**config.mk**
```make
export PLATFORM = sky130hd
export DESIGN_NAME = rmse_four_lane_accumulator
export DESIGN_NICKNAME = d
export VERILOG_FILES = /design/src/rtl/core/rmse4_pkg.sv /design/src/rtl/core/rmse4_front.sv /design/src/rtl/core/rmse4_fifo.sv /design/src/rtl/core/rmse4_back.sv /design/src/rtl/core/rmse_four_lane_accumulator.sv
export SDC_FILE = /design/constraint.sdc
export NUM_CORES = 2
export LEC_CHECK = 0
export CAP_MARGIN = 20
export CORE_AREA = 5 5 500 502
export DETAILED_ROUTE_END_ITERATION = 16
export DIE_AREA = 0 0 505 507
export DONT_BUFFER_PORTS = 1
export PLACE_DENSITY_LB_ADDON = 0.15
export SYNTH_ARGS = -nofsm -noshare
export SYNTH_HDL_FRONTEND = slang
export SYNTH_SLANG_ARGS = --single-unit
```
**constraint.sdc**
```tcl
create_clock -name aclk -period 28.3 [get_ports aclk]
set_clock_uncertainty 0.15 [all_clocks]
set_input_delay 2.83 -clock aclk [delete_from_list [all_inputs] [get_ports aclk]]
set_output_delay 2.83 -clock aclk [all_outputs]
set_load 0.05 [all_outputs]
```
**src/rtl/core/rmse4_pkg.sv**
```systemverilog
`timescale 1ns / 1ps
package rmse4_pkg;

    localparam int DATA_W = 16;
    localparam int SQ_W   = 32;
    localparam int SUM_W  = 50;
    localparam int ROOT_W = SUM_W / 2;
    localparam int SREM_W = ROOT_W + 3;

    localparam logic [SUM_W-1:0] SUM_MAX = {SUM_W{1'b1}};

    typedef enum logic [2:0] {
        B_IDLE,
        B_LOAD,
        B_DIV,
        B_SQRT,
        B_NEXT,
        B_OUT
    } back_state_t;

endpackage

```
**src/rtl/core/rmse4_front.sv**
```systemverilog
`timescale 1ns / 1ps
module rmse4_front #(
    parameter int LANES     = 4,
    parameter int MAX_PAIRS = 65536,
    parameter int CNT_W     = 17,
    parameter int JOB_W     = 4 * 50 + 17 + 1
) (
    input  logic                                 aclk,
    input  logic                                 aresetn,
    input  logic                                 in_valid,
    output logic                                 in_ready,
    input  logic [2*LANES*rmse4_pkg::DATA_W-1:0] in_data,
    input  logic                                 in_last,
    input  logic [1:0]                           q_level,
    output logic                                 push,
    output logic [JOB_W-1:0]                     push_data
);

    localparam logic [CNT_W-1:0] MAX_CNT = CNT_W'(MAX_PAIRS);
    localparam int DW = rmse4_pkg::DATA_W;
    localparam int SW = rmse4_pkg::SUM_W;

    logic                          s1_valid_reg;
    logic                          s1_last_reg;
    logic [rmse4_pkg::SQ_W-1:0]    s1_sq_reg [LANES];
    logic [SW-1:0]                 sum_reg [LANES];
    logic [CNT_W-1:0]              count_reg;
    logic                          ovf_reg;

    logic [SW-1:0]                 sum_next [LANES];
    logic [CNT_W-1:0]              count_next;
    logic                          ovf_next;
    logic                          full;
    logic [rmse4_pkg::SQ_W-1:0]    sq_in [LANES];
    logic                          accept;

    assign in_ready = (3'(q_level) + 3'(s1_valid_reg && s1_last_reg)) < 3'd2;
    assign accept   = in_valid && in_ready;
    assign full     = count_reg >= MAX_CNT;

    always_comb begin
        logic signed [DW:0] d;
        logic [DW-1:0]      a;
        for (int i = 0; i < LANES; i++) begin
            d = (DW+1)'(signed'(in_data[i*DW +: DW]))
                - (DW+1)'(signed'(in_data[(LANES+i)*DW +: DW]));
            a = d[DW] ? DW'(-d) : d[DW-1:0];
            sq_in[i] = a * a;
        end
    end

    always_comb begin
        logic [SW:0] s;
        for (int i = 0; i < LANES; i++) begin
            s = {1'b0, sum_reg[i]} + (SW+1)'(s1_sq_reg[i]);
            if (full) begin
                sum_next[i] = sum_reg[i];
            end else if (s[SW]) begin
                sum_next[i] = rmse4_pkg::SUM_MAX;
            end else begin
                sum_next[i] = s[SW-1:0];
            end
        end
        count_next = full ? count_reg : count_reg + CNT_W'(1);
        ovf_next   = ovf_reg || full;
    end

    assign push = s1_valid_reg && s1_last_reg;

    always_comb begin
        for (int i = 0; i < LANES; i++) begin
            push_data[i*SW +: SW] = sum_next[i];
        end
        push_data[LANES*SW +: CNT_W] = count_next;
        push_data[JOB_W-1]           = ovf_next;
    end

    always_ff @(posedge aclk) begin
        if (!aresetn) begin
            s1_valid_reg <= 1'b0;
            s1_last_reg  <= 1'b0;
            count_reg    <= '0;
            ovf_reg      <= 1'b0;
            for (int i = 0; i < LANES; i++) begin
                sum_reg[i] <= '0;
            end
        end else begin
            s1_valid_reg <= accept;
            if (accept) begin
                s1_last_reg <= in_last;
                for (int i = 0; i < LANES; i++) begin
                    s1_sq_reg[i] <= sq_in[i];
                end
            end
            if (s1_valid_reg) begin
                if (s1_last_reg) begin
                    count_reg <= '0;
                    ovf_reg   <= 1'b0;
                    for (int i = 0; i < LANES; i++) begin
                        sum_reg[i] <= '0;
                    end
                end else begin
                    count_reg <= count_next;
                    ovf_reg   <= ovf_next;
                    for (int i = 0; i < LANES; i++) begin
                        sum_reg[i] <= sum_next[i];
                    end
                end
            end
        end
    end

endmodule

```
**src/rtl/core/rmse4_fifo.sv**
```systemverilog
`timescale 1ns / 1ps
module rmse4_fifo #(
    parameter int JOB_W = 218
) (
    input  logic             aclk,
    input  logic             aresetn,
    input  logic             push,
    input  logic [JOB_W-1:0] push_data,
    input  logic             pop,
    output logic [JOB_W-1:0] head_data,
    output logic             empty,
    output logic [1:0]       level
);

    logic [JOB_W-1:0] mem_reg [2];
    logic             wr_ptr_reg;
    logic             rd_ptr_reg;
    logic [1:0]       level_reg;

    assign head_data = mem_reg[rd_ptr_reg];
    assign empty     = level_reg == 2'd0;
    assign level     = level_reg;

    always_ff @(posedge aclk) begin
        if (push) begin
            mem_reg[wr_ptr_reg] <= push_data;
        end
    end

    always_ff @(posedge aclk) begin
        if (!aresetn) begin
            wr_ptr_reg <= 1'b0;
            rd_ptr_reg <= 1'b0;
            level_reg  <= 2'd0;
        end else begin
            if (push) begin
                wr_ptr_reg <= !wr_ptr_reg;
            end
            if (pop) begin
                rd_ptr_reg <= !rd_ptr_reg;
            end
            level_reg <= level_reg + 2'(push) - 2'(pop);
        end
    end

endmodule

```
**src/rtl/core/rmse4_back.sv**
```systemverilog
`timescale 1ns / 1ps
module rmse4_back #(
    parameter int LANES = 4,
    parameter int CNT_W = 17,
    parameter int JOB_W = 218
) (
    input  logic                               aclk,
    input  logic                               aresetn,
    input  logic [JOB_W-1:0]                   head_data,
    input  logic                               empty,
    output logic                               pop,
    output logic                               out_valid,
    input  logic                               out_ready,
    output logic [LANES*rmse4_pkg::DATA_W-1:0] out_data,
    output logic                               out_ovf
);

    localparam int SW     = rmse4_pkg::SUM_W;
    localparam int RW     = rmse4_pkg::ROOT_W;
    localparam int MW     = rmse4_pkg::SREM_W;
    localparam int DW     = rmse4_pkg::DATA_W;
    localparam int LANE_W = (LANES > 1) ? $clog2(LANES) : 1;

    rmse4_pkg::back_state_t state_reg, state_next;

    logic [JOB_W-1:0]  job_reg;
    logic [LANE_W-1:0] lane_reg;
    logic [5:0]        step_reg;
    logic [SW-1:0]     q_reg;
    logic [CNT_W-1:0]  rem_reg;
    logic [RW-1:0]     root_reg;
    logic [MW-1:0]     srem_reg;
    logic [DW-1:0]     res_reg [LANES];
    logic              out_valid_reg;
    logic [LANES*DW-1:0] out_data_reg;
    logic              out_ovf_reg;

    logic [CNT_W-1:0]  divisor;
    logic [CNT_W:0]    dtrial;
    logic              dge;
    logic [MW-1:0]     strial_rem;
    logic [MW-1:0]     strial;
    logic              sge;
    logic              load_out;

    assign divisor    = job_reg[LANES*SW +: CNT_W];
    assign dtrial     = {rem_reg, q_reg[SW-1]};
    assign dge        = dtrial >= {1'b0, divisor};
    assign strial_rem = {srem_reg[MW-3:0], q_reg[SW-1 -: 2]};
    assign strial     = {1'b0, root_reg, 2'b01};
    assign sge        = strial_rem >= strial;

    assign out_valid = out_valid_reg;
    assign out_data  = out_data_reg;
    assign out_ovf   = out_ovf_reg;

    always_comb begin
        state_next = state_reg;
        case (state_reg)
            rmse4_pkg::B_IDLE: if (!empty) state_next = rmse4_pkg::B_LOAD;
            rmse4_pkg::B_LOAD: state_next = rmse4_pkg::B_DIV;
            rmse4_pkg::B_DIV:  if (step_reg == 6'(SW - 1)) state_next = rmse4_pkg::B_SQRT;
            rmse4_pkg::B_SQRT: if (step_reg == 6'(RW - 1)) state_next = rmse4_pkg::B_NEXT;
            rmse4_pkg::B_NEXT: begin
                if (lane_reg == LANE_W'(LANES - 1)) begin
                    state_next = rmse4_pkg::B_OUT;
                end else begin
                    state_next = rmse4_pkg::B_LOAD;
                end
            end
            rmse4_pkg::B_OUT:  if (!out_valid_reg || out_ready) state_next = rmse4_pkg::B_IDLE;
            default:           state_next = rmse4_pkg::B_IDLE;
        endcase
    end

    always_comb begin
        pop      = 1'b0;
        load_out = 1'b0;
        case (state_reg)
            rmse4_pkg::B_IDLE: pop = !empty;
            rmse4_pkg::B_OUT:  load_out = !out_valid_reg || out_ready;
            default: begin
                pop      = 1'b0;
                load_out = 1'b0;
            end
        endcase
    end

    always_ff @(posedge aclk) begin
        if (!aresetn) begin
            state_reg     <= rmse4_pkg::B_IDLE;
            out_valid_reg <= 1'b0;
        end else begin
            state_reg <= state_next;
            if (load_out) begin
                out_valid_reg <= 1'b1;
            end else if (out_ready) begin
                out_valid_reg <= 1'b0;
            end
        end
    end

    always_ff @(posedge aclk) begin
        if (pop) begin
            job_reg  <= head_data;
            lane_reg <= '0;
        end
        case (state_reg)
            rmse4_pkg::B_LOAD: begin
                q_reg    <= job_reg[lane_reg*SW +: SW];
                rem_reg  <= '0;
                step_reg <= '0;
            end
            rmse4_pkg::B_DIV: begin
                rem_reg  <= dge ? CNT_W'(dtrial - {1'b0, divisor}) : CNT_W'(dtrial);
                q_reg    <= {q_reg[SW-2:0], dge};
                step_reg <= (step_reg == 6'(SW - 1)) ? 6'd0 : step_reg + 6'd1;
                root_reg <= '0;
                srem_reg <= '0;
            end
            rmse4_pkg::B_SQRT: begin
                srem_reg <= sge ? strial_rem - strial : strial_rem;
                root_reg <= {root_reg[RW-2:0], sge};
                q_reg    <= {q_reg[SW-3:0], 2'b00};
                step_reg <= step_reg + 6'd1;
            end
            rmse4_pkg::B_NEXT: begin
                res_reg[lane_reg] <= root_reg[DW-1:0];
                lane_reg          <= lane_reg + LANE_W'(1);
            end
            default: begin
            end
        endcase
        if (load_out) begin
            for (int i = 0; i < LANES; i++) begin
                out_data_reg[i*DW +: DW] <= res_reg[i];
            end
            out_ovf_reg <= job_reg[JOB_W-1];
        end
    end

endmodule

```
**src/rtl/core/rmse_four_lane_accumulator.sv**
```systemverilog
`timescale 1ns / 1ps
// Per-lane RMSE of estimate vs. truth. Pairs are accepted one per cycle; each
// lane's squared error goes into a saturating 50-bit sum and pairs are counted
// (saturating at MAX_PAIRS; later pairs are dropped, flagging count_overflow).
// The item with tlast closes the set: its sums and count move through a
// two-entry job queue to a shared back end that, lane by lane, runs a
// restoring divide and a digit square root. Input stalls only when two
// finished sets are already waiting for the back end.
module rmse_four_lane_accumulator #(
    parameter int LANES     = 4,
    parameter int MAX_PAIRS = 65536
) (
    input  logic                                 aclk,
    input  logic                                 aresetn,
    input  logic                                 s_tvalid,
    output logic                                 s_tready,
    // est_0 .. est_{LANES-1}, truth_0 .. truth_{LANES-1}
    input  logic [2*LANES*rmse4_pkg::DATA_W-1:0] s_tdata,
    input  logic                                 s_tlast,
    output logic                                 m_tvalid,
    input  logic                                 m_tready,
    // rmse_0 .. rmse_{LANES-1}
    output logic [LANES*rmse4_pkg::DATA_W-1:0]   m_tdata,
    // count_overflow
    output logic                                 m_tuser
);

    localparam int CNT_W = $clog2(MAX_PAIRS + 1);
    localparam int JOB_W = LANES * rmse4_pkg::SUM_W + CNT_W + 1;

    logic             push;
    logic [JOB_W-1:0] push_data;
    logic             pop;
    logic [JOB_W-1:0] head_data;
    logic             empty;
    logic [1:0]       level;

    rmse4_front #(
        .LANES(LANES), .MAX_PAIRS(MAX_PAIRS), .CNT_W(CNT_W), .JOB_W(JOB_W)
    ) u_front (
        .aclk(aclk), .aresetn(aresetn),
        .in_valid(s_tvalid), .in_ready(s_tready),
        .in_data(s_tdata), .in_last(s_tlast),
        .q_level(level), .push(push), .push_data(push_data)
    );

    rmse4_fifo #(.JOB_W(JOB_W)) u_fifo (
        .aclk(aclk), .aresetn(aresetn),
        .push(push), .push_data(push_data),
        .pop(pop), .head_data(head_data), .empty(empty), .level(level)
    );

    rmse4_back #(.LANES(LANES), .CNT_W(CNT_W), .JOB_W(JOB_W)) u_back (
        .aclk(aclk), .aresetn(aresetn),
        .head_data(head_data), .empty(empty), .pop(pop),
        .out_valid(m_tvalid), .out_ready(m_tready),
        .out_data(m_tdata), .out_ovf(m_tuser)
    );

endmodule

```
==> impl_metrics.yaml <==
logic_synthesis:
  avgSynthCellArea_um2: 11.1
  async_flop_share: 0
  syn_nets: 9509
  ys.flop_type: "edfxtp_1"
  ys_ff_latch: 1261
  synth.distinct_cells: 105
  ys_warn_count: 0
  syn_inst: 8084
  netlist_area_um2: 90000
  synth_edf_count: 1183
  yosysSeqAreaShare: 0.412
cells_and_area:
  nNetsFinal: 9505
  area_growth_pct: 9.51
  final_area_um2: 98600
  drive_gt1_frac: 0.0849
  antenna_cells: 0
  layout_common_cells: "edfxtp_1, inv_1, nor2_1"
  layout_commonest_cell: "edfxtp_1"
  post-route-util: 0.403
  largest_reg_flops: 436
drt:
  drt_first_pass_iters: 5
  wl_per_cell_um: 18.9
  viasPerCell: 5.12
  remaining_drc_errors: 0
  dr_total_vias: 58400
  first_iter_violations: 3367
  drt_wl_total_mm: 215
  drt.antenna.violating_nets: 0
clocking:
  clk_latency_ns: 0.77
  postCtsSetupBuffers: 0
  cts_tree: "yes"
  cts_resized: 0
  cts_sinks: 1261
  cts_hold_buf: 0
  clk_path_buf_depth: 3
  clk_pin_slew_worst_paths_ns: 0.06
  cts_root_buf: "clkbuf_16"
  htreeDepth: 4
  numCtsBuffers: 139
sta:
  rsz0062_at_grt: "false"
  worst_pin_slew_ns: 1.12
  slew_headroom: 0.246
  hold_viol: 0
  setup_viol_count_final: 0
  slew_viol_final: 0
  max_freq_mhz: 78.8
  post-route-period-util: 0.449
  fin_crit_ns: 12.70
  fin_setup_tns_ns: 0
worst_setup_path:
  start_kind: "primary input"
  crit_required_ns: 28.61
  critPathMaxStageDelay_ns: 0.74
  end_kind: "flip-flop"
  reg2reg_slack_ns: 23.29
  worstSetupPathType: "primary input to flip-flop"
  slowest_stage: "xor2_1"
  cp_max_fo: 16
  arrival_ns: 13.01
floorplanning:
  die-width_um: 505
  fp.dieH_um: 507
  dieArea_um2: 256000
  ios: 200
  std_cell_rows: 182
  core_area_um2: 245000
  start_util: 0.368
global_routing:
  grt_antenna_before_repair: 4
  grt_max_degree: 85
  grt_remaining_overflow: 0
  grt_pass1_wl_mm: 343
  grt_usage: 0.167
  grt_pass1_vias: 60600
placed_design:
  port-buffer-count: 0
  gp_congestion: 0.864
  place_area_um2: 93900
  hpwl_mm: 164
job:
  cap_viol_max_count: 0
worst_hold_path:
  hold_path.class: "flip-flop to flip-flop"
run_status:
  status: "finished, final reports clean"
cell usage after synthesis (18+ instances only):
library cell  count  area share
mux2_2          229       0.029
a21o_1          175       0.015
nand3_1         103      0.0057
nor2b_1          60      0.0042
o31ai_1          23      0.0019
nand4_1          44      0.0031
o22a_1           39      0.0038
a31oi_1          66      0.0046
or2_2            32      0.0022
buf_1            18     0.00075
ha_1            638       0.089
inv_1          1173       0.049
a211oi_1         70      0.0058
mux2i_1          86      0.0096
or3_1            37      0.0026
nand2b_1         54      0.0038
o21a_1           74      0.0062
o211ai_1         20      0.0017
dfxtp_1          78       0.017
a22o_1           36      0.0035
nor3_1          110      0.0061
xnor2_1         271       0.026
edfxtp_1       1183        0.39
and2_1          110      0.0076
o21bai_1         50      0.0042
nand2_1         553       0.023
o31a_1           22      0.0021
and3_1           66      0.0046
o21ai_0         222       0.012
a2bb2oi_1        28      0.0027
clkbuf_1        192      0.0080
buf_2            22      0.0012
a21oi_1         375       0.021
fa_1            654        0.15
nor2_1          682       0.028
xor2_1          144       0.014
mux4_2           50       0.013
worst paths after layout:
path                                            from  cells past startpoint                  endpoint
worst max register to register    u_back.root_reg[0]                     14       u_back.srem_reg[19]
worst max-delay path                     s_tdata[16]                     36  u_front.s1_sq_reg[1][31]
worst min register to register  u_back.res_reg[2][9]                      0               m_tdata[41]
worst min-delay path            u_back.res_reg[2][9]                      0               m_tdata[41]
cell families after synthesis:
family,share of synthesized area
buffers and inverters,0.0602
flip-flops,0.412
adder cells (fa/ha/maj),0.234
AO/OA/AOI/OAI,0.103
multiplexers,0.0507
AND/OR/NAND/NOR,0.0984
XOR/XNOR,0.0422
layout make-up:
cell class	count	area [um^2]
fillers	23500	146000
multi-input cells	5390	47600
flip-flops and latches	1261	37100
inverters	1199	4500
well taps	3220	4030
clock buffers	176	3710
clock inverters	79	947
repair buffers	89	668
critical path, delay by kind of cell:
kind	cells	cell delay, ns
adder cells (fa/ha/maj)	9	3.60
XOR/XNOR	2	0.97
AO/OA/AOI/OAI	16	3.64
buffers and inverters	4	0.70
AND/OR/NAND/NOR	5	1.26
through the flow:
stage	cells	setup WS, ns	hold slack [ns]
floorplan	8084	3.51	0.250
detailed placement	11200	15.01	0.255
finish	11400	15.60	0.264
global placement	11200	15.31	0.254
global route	11400	15.03	0.274
CTS	11400	15.78	0.264
metal layers:
| metal | up-vias | share of wire | global-route usage |
|---|---|---|---|
| li1 | 27900 | - | - |
| met1 | 29300 | 0.47 | 0.233 |
| met2 | 972 | 0.49 | 0.284 |
| met3 | 189 | 0.033 | 0.0198 |
| met4 | 0 | 0.013 | 0.0268 |
| met5 | - | 0 | 0 |
Power is left out: the tool's default activity adds up to more than one toggle a clock period on the data nets, which glitch-free logic cannot reach.
